--- src/design/mcoh_pkg.sv ---
// types and constants shared by the mesh cell histogram modules
`default_nettype none

package mcoh_pkg;

    // field widths of the stream words
    localparam int POS_W         = 32;
    localparam int CELL_FIELD_W  = 12;
    localparam int COUNT_FIELD_W = 20;
    localparam int IN_TDATA_W    = 6 * POS_W;
    localparam int OUT_TDATA_W   = 72;
    localparam int OUT_USED_W    = 2 * CELL_FIELD_W + 2 * COUNT_FIELD_W + 2;

    // configuration port
    localparam int CFG_IDX_W  = 3;
    localparam int CFG_DATA_W = 32;
    localparam int MESH_REG_W = 5;

    localparam logic [CFG_IDX_W-1:0] CFG_CELL_SIZE_X = 3'd0;
    localparam logic [CFG_IDX_W-1:0] CFG_CELL_SIZE_Y = 3'd1;
    localparam logic [CFG_IDX_W-1:0] CFG_CELL_SIZE_Z = 3'd2;
    localparam logic [CFG_IDX_W-1:0] CFG_MESH_X      = 3'd3;
    localparam logic [CFG_IDX_W-1:0] CFG_MESH_Y      = 3'd4;
    localparam logic [CFG_IDX_W-1:0] CFG_MESH_Z      = 3'd5;

    localparam logic [POS_W-1:0]      CELL_SIZE_RESET = 32'h0001_0000;
    localparam logic [MESH_REG_W-1:0] MESH_RESET      = 5'd16;

    // sequencer states
    typedef enum logic [3:0] {
        ST_CLEAR,
        ST_IDLE,
        ST_DIV_GO,
        ST_DIV_WAIT,
        ST_LIN0,
        ST_LIN1,
        ST_RD,
        ST_UPD,
        ST_DONE
    } state_t;

    // which position of the word is being worked on
    typedef enum logic {
        PH_OLD,
        PH_NEW
    } phase_t;

    // command to the count memory
    typedef struct packed {
        logic rd;
        logic upd;
        logic dec;
    } mem_cmd_t;

endpackage

`default_nettype wire

--- src/design/mcoh_axis_div.sv ---
// iterative restoring divider giving a clamped cell coordinate on one axis
`default_nettype none

module mcoh_axis_div
    import mcoh_pkg::*;
#(
    parameter int QBITS = 4
) (
    input  wire logic             aclk,
    input  wire logic             aresetn,
    input  wire logic             start,
    input  wire logic [POS_W-1:0] pos,
    input  wire logic [POS_W-1:0] size,
    input  wire logic [QBITS-1:0] dim_m1,
    output logic                  done,
    output logic      [QBITS-1:0] coord
);

    localparam int DW = POS_W + QBITS;
    localparam int SW = $clog2(QBITS + 1);

    logic          busy_reg;
    logic          done_reg;
    logic [SW-1:0] step_reg;
    logic [POS_W-1:0] rem_reg;
    logic [DW-1:0]    dvs_reg;
    logic [QBITS:0]   q_reg;
    logic [DW:0]      trial;
    logic [POS_W-1:0] size_eff;

    // a zero size counts as the smallest step
    assign size_eff = (size == '0) ? POS_W'(1) : size;

    // one compare and subtract per cycle, divisor walks down one bit
    assign trial = {1'b0, {QBITS{1'b0}}, rem_reg} - {1'b0, dvs_reg};

    // control
    always_ff @(posedge aclk) begin
        if (!aresetn) begin
            busy_reg <= 1'b0;
            done_reg <= 1'b0;
            step_reg <= '0;
        end else begin
            done_reg <= 1'b0;
            if (start) begin
                busy_reg <= 1'b1;
                step_reg <= SW'(QBITS);
            end else if (busy_reg) begin
                step_reg <= step_reg - 1'b1;
                if (step_reg == '0) begin
                    busy_reg <= 1'b0;
                    done_reg <= 1'b1;
                end
            end
        end
    end

    // datapath; the top quotient bit only marks a quotient past the mesh
    always_ff @(posedge aclk) begin
        if (start) begin
            rem_reg <= pos[POS_W-1] ? '0 : pos;
            dvs_reg <= {size_eff, {QBITS{1'b0}}};
            q_reg   <= '0;
        end else if (busy_reg) begin
            if (!trial[DW]) begin
                rem_reg <= trial[POS_W-1:0];
            end
            dvs_reg <= dvs_reg >> 1;
            q_reg   <= {q_reg[QBITS-1:0], ~trial[DW]};
        end
    end

    assign done  = done_reg;
    assign coord = (q_reg > {1'b0, dim_m1}) ? dim_m1 : q_reg[QBITS-1:0];

endmodule

`default_nettype wire

--- config.mk ---
export PLATFORM = sky130hd
export DESIGN_NAME = mcoh_axis_div
export DESIGN_NICKNAME = d
export VERILOG_FILES = /design/src/design/mcoh_pkg.sv /design/src/design/mcoh_axis_div.sv
export SDC_FILE = /design/constraint.sdc
export NUM_CORES = 1
export LEC_CHECK = 0
export BUFFER_PORTS_ARGS = -buffer_cell sky130_fd_sc_hd__buf_4
export CAP_MARGIN = 20
export CORE_MARGIN = 2
export CORE_UTILIZATION = 25
export CTS_CLUSTER_DIAMETER = 60
export DETAILED_ROUTE_END_ITERATION = 10
export PLACE_DENSITY = 0.4
export SYNTH_ARGS = -nofsm -noshare
export SYNTH_HDL_FRONTEND = slang
export SYNTH_SLANG_ARGS = --single-unit
export TNS_END_PERCENT = 100
--- constraint.sdc ---
create_clock -name aclk -period 3.88 [get_ports aclk]
set_input_delay 0.194 -clock aclk [delete_from_list [all_inputs] [get_ports aclk]]
set_output_delay 0.194 -clock aclk [all_outputs]
set_load 0.03 [all_outputs]
== Word-level counts from Yosys, hierarchy flattened ==
Cells that the tools add are included.

* Bitwise operators: 3
* Eq/ne operators: 1
* Reductions and logical operators: 6
* Muxes and demuxes: 14
* Add/subtract/negate cells: 2
* Magnitude comparators: 1

{| class="wikitable"
|+ Operator list
! cell !! count
|-
| 2-to-1 mux 32 bit || 4
|-
| 2-to-1 mux 36 bit || 2
|-
| subtractor 32 x 36 -> 37 bit || 1
|-
| zero test 32 bit || 1
|-
| 2-to-1 mux 31 bit || 1
|-
| 2-to-1 mux 3 bit || 2
|-
| greater-than comparator 5 x 4 -> 1 bit || 1
|-
| 2-to-1 mux 1 bit || 4
|-
| 2-to-1 mux 4 bit || 1
|-
| zero test 3 bit || 1
|-
| inverter 1 bit || 3
|-
| OR reduction 3 bit || 1
|-
| subtractor 3 x 1 -> 3 bit (second input constant) || 1
|-
| != test 2 bit (second input constant) || 1
|-
| AND reduction 2 bit || 1
|-
| nonzero test 2 bit || 1
|-
| OR reduction 2 bit || 1
|}

* Register bits after elaboration: 78
* Bits of input ports: 71
* Output and inout port bits: 5

== Longest topological paths before layout ==
* Depth after elaboration: 4
* Gate-level depth with buffers: 10
* Mapped depth without buffers: 10

== Least setup slack after synthesis ==
No wires, ideal clock.

* Kind: reg2reg
* Start: register rem_reg[0]
* End: register rem_reg[0] (enable)
* Library setup time: 0.389 ns
* Period minus slack after synthesis: 3.075 ns
* Data required time: 3.491 ns
* Path slack: 0.805 ns
* Cell stages (with the launch flop): 11
* Arrival time: 2.685 ns
* Buffers on the path: 0
* Path through: edfxtp_1 inv_1 ha_1 fa_1 nor2b_1 o2111ai_1 a21oi_1 o211ai_1 a21oi_1 a21oi_1 nand2_1

* Cells in the longest elaborated chain, start to end: 3

{| class="wikitable"
|+ RTL lines
! element !! line !! source
|-
| start, declared || mcoh_axis_div.sv:25 || <nowiki>logic [POS_W-1:0] rem_reg;</nowiki>
|-
| start signal, assigned || mcoh_axis_div.sv:61 || <nowiki>rem_reg <= pos[POS_W-1] ? '0 : pos;</nowiki>
|-
| start signal, assigned || mcoh_axis_div.sv:66 || <nowiki>rem_reg <= trial[POS_W-1:0];</nowiki>
|-
| subtractor 32 x 36 -> 37 bit || mcoh_axis_div.sv:35 || <nowiki>assign trial = {1'b0, {QBITS{1'b0}}, rem_reg} - {1'b0, dvs_reg};</nowiki>
|-
| != test 2 bit (no source line) || - ||
|-
| AND reduction 2 bit (no source line) || - ||
|}

No other way between the ends.
A chain may end at the register's enable or synchronous reset.

== Final worst setup path ==
* Start: register rem_reg[0]
* End: register rem_reg[10] (enable)

The elaborated chain is that of the path after synthesis.

==> metrics.md <==
| Metric | Value |
|---|---|
| Largest net degree at the start of global routing | 44 |
| Crit. End Element | flip-flop |
| ANT nets after route | 0 |
| Status | finished clean |
| Avg Cell Area, Syn | 9.53 µm² |
| IO buf count | 75 |
| Total track usage | between 10% and 20% |
| Clock root buffer | clkbuf_16 |
| P&R area growth vs syn | 23.0% |
| Via count | between 4,000 and 5,000 |
| Slew Viols, Final | 0 |
| Largest register FFs | 36 |
| Post-synth net total | 660 |
| PD cells | ~500 mW/mm² |
| Clk_skew | ~6.3 ps |
| Fin cells | about 890 |
| DRT Pass-1 Iters | 5 |
| Max clock buf depth | 2 |
| Mapped Cells | 550 |
| First-pass GRT wire length | 24,100 µm |
| Commonest non-fill, non-tap cell in the layout | buf_4 |
| DIE HEIGHT | approximately 150 µm |
| Minimum clock period | between 2000 and 3000 ps |
| H-tree depth | 3 |
| Total Nets Final | ~730 |
| Sequential cell area | ~0.0022 mm² |
| CTS buffer count | 9 |
| Wire per inst | 16.6 µm |
| Final WL | 14,900 µm |
| Site row count | 52 |
| DRC Markers | 0 |
| Rel. slew slack | 41.5% |
| Starting Density | 25.6% |
| Later-pin clock latency in the skew report | 350 ps |
| Tcrit/Tclk final | 76.6% |
| Post-synthesis sequential area ratio | about 42% |
| Flops & latches, synth | 78 |
| CTS sink cnt | 78 |
| Synth Cell Area | 0.00524 mm² |
| Leak pwr | 2.64 nW |
| Worst hold path class | primary input to flip-flop |
| Data arrival, critical path | roughly 3000 ps |
| Max Fclk | 336 MHz |
| Hold Buf Count CTS | 0 |
| Top Ports | 76 |
| Placed cell areas | between 0.006 and 0.007 mm² |
| Setup CP Type | flip-flop to flip-flop |
| Crit path buffers/inverters | 2 |
| Placed wire-length estimate | roughly 11,000 µm |
| CTS tree | built |
| Most frequent cells in the layout | 81 x buf_4, 64 x edfxtp_1, 57 x nand2_1 |
| Worst path max stage delay | 460 ps |
| Post-CTS Setup Bufs | 0 |
| Final hold slack | about 120 ps |
| Peak supply drop | between 200 and 250 µV |
| Critical-path maximum fanout | 31 |
| Die Span X | roughly 150 µm |
| Delay-heaviest family, CP | compound AO/OA/AOI/OAI gates |
| Multi-input gate area | approximately 0.0028 mm² |
| DR iter-0 viols | approximately 310 |
| Routability cong. | approximately 0.85 |
| Antenna violations before repair | 0 |
| Crit path max-delay cell type | buf_4 |
| N_diodes | 0 |
| Ys flop type | edfxtp_1 |
| Worst Tran Pin Value | ~880 ps |
| Max Cap Viol | 0 |
| Ys async rst share | 0% |
| Yosys cell types | a little under 60 |
| Die area | roughly 0.022 mm² |
| Clock Pin Slew Worst Setup and Hold Paths | ~60 ps |
| Yosys warns | 0 |
| Gr ovfl total | 0 |
| Core ar. | a little over 0.02 mm² |
| Post-CTS sizing | 0 |
| RSZ-0062 raised after global routing | false |
| WP data required | about 3900 ps |
| Layout cell share with drive strength beyond 1 | 18.1% |
| Util after Layout | roughly a third |
| Vias per Instance | approximately 4.9 |
| Fill cell count | about 2,200 |
| Post-synth EDFFs | 64 |
| DP Cell Count | a little under 900 |
| Cell mode on critical path | a21oi_1 |
| Final Hold Vio Count | 0 |
| Final Cell Area | around 0.0064 mm² |
| Number of global-route vias before repair | 4,525 |
| Crit-path cells | inv_1, ha_1, fa_1, nor2b_1, o2111ai_1, a21oi_1, o211ai_1, a21oi_1, a21oi_1, nand2_1, buf_4 |
| Setup violations, final | 0 |
| Worst setup SP type | flip-flop |
| Final setup TNS | 0 ps |
-- per-layer routing --
layer / GRT usage [%] / up-vias / part of all wire, %
met4: 4.57 / 0 / 1.4
met3: 2.11 / 14 / 4.3
met5: 0 / - / 0
met2: 22.7 / 97 / 46
met1: 19.2 / 2060 / 49
li1: - / 2186 / -
-- final cells by class --
cell class | count | share of cell area, %
inverters | 49 | 2.85
repair buffers | 81 | 9.43
well taps | 270 | 5.24
flip-flops and latches | 78 | 34.2
multi-input cells | 400 | 43.0
clock inverters | 2 | 0.214
clock buffers | 14 | 5.09
-- cells by family after synthesis --
group / share of synthesized area (%)
flip-flops: 42.0
adder cells (fa/ha/maj): 9.46
buffers and inverters: 5.18
XOR/XNOR: 3.18
AO/OA/AOI/OAI: 23.6
multiplexers: 2.17
AND/OR/NAND/NOR: 14.4
-- cells in the mapped netlist, drive strengths merged (4+ instances only) --
| master | n | area, µm² |
|---|---|---|
| a211oi | 4 | 35.0 |
| a21o | 11 | 82.6 |
| a21oi | 35 | 186 |
| a22o | 31 | 272 |
| a32o | 4 | 40.0 |
| clkbuf | 21 | 78.8 |
| dfxtp | 14 | 280 |
| edfxtp | 64 | 1920 |
| ha | 38 | 475 |
| inv | 48 | 180 |
| mux2i | 8 | 80.1 |
| nand2 | 57 | 214 |
| nand2b | 7 | 43.8 |
| nand3 | 7 | 35.0 |
| nand4 | 8 | 50.1 |
| nor2 | 30 | 113 |
| nor2b | 8 | 50.1 |
| nor3 | 6 | 30.0 |
| nor4 | 10 | 62.6 |
| o2111ai | 4 | 35.0 |
| o211ai | 5 | 37.5 |
| o21a | 5 | 37.5 |
| o21ai | 52 | 260 |
| o21bai | 4 | 41.3 |
| or3 | 5 | 31.3 |
| xnor2 | 13 | 114 |
| xor2 | 6 | 52.6 |
-- metrics by stage --
step	power (mW)	setup WS [ps]
global route	3.38	605
finish	3.15	907
CTS	3.19	844
floorplan	1.92	805
detailed placement	2.22	884
global placement	2.22	970
-- final timing paths --
kind | slack [ps] | from | cells after the start | endpoint
max | 910 | rem_reg[0] | 11 | rem_reg[10]
min | 120 | pos[4] | 3 | rem_reg[4]
max reg2reg | 910 | rem_reg[0] | 11 | rem_reg[10]
min reg2reg | 480 | step_reg[1] | 2 | step_reg[1]
-- worst min-delay path: stages --
cell,delay [ps]
buf_4,80
nand2_1,30
o21ai_0,50
-- power by group --
group	total, mW	switching [mW]	leakage [nW]	internal, mW
registers	1.10	0.0512	0.772	1.05
logic	1.10	0.638	1.70	0.466
clock network	0.946	0.358	0.171	0.587
total	3.15	1.05	2.64	2.10
No activity file was read; power rests on OpenSTA's default activity.
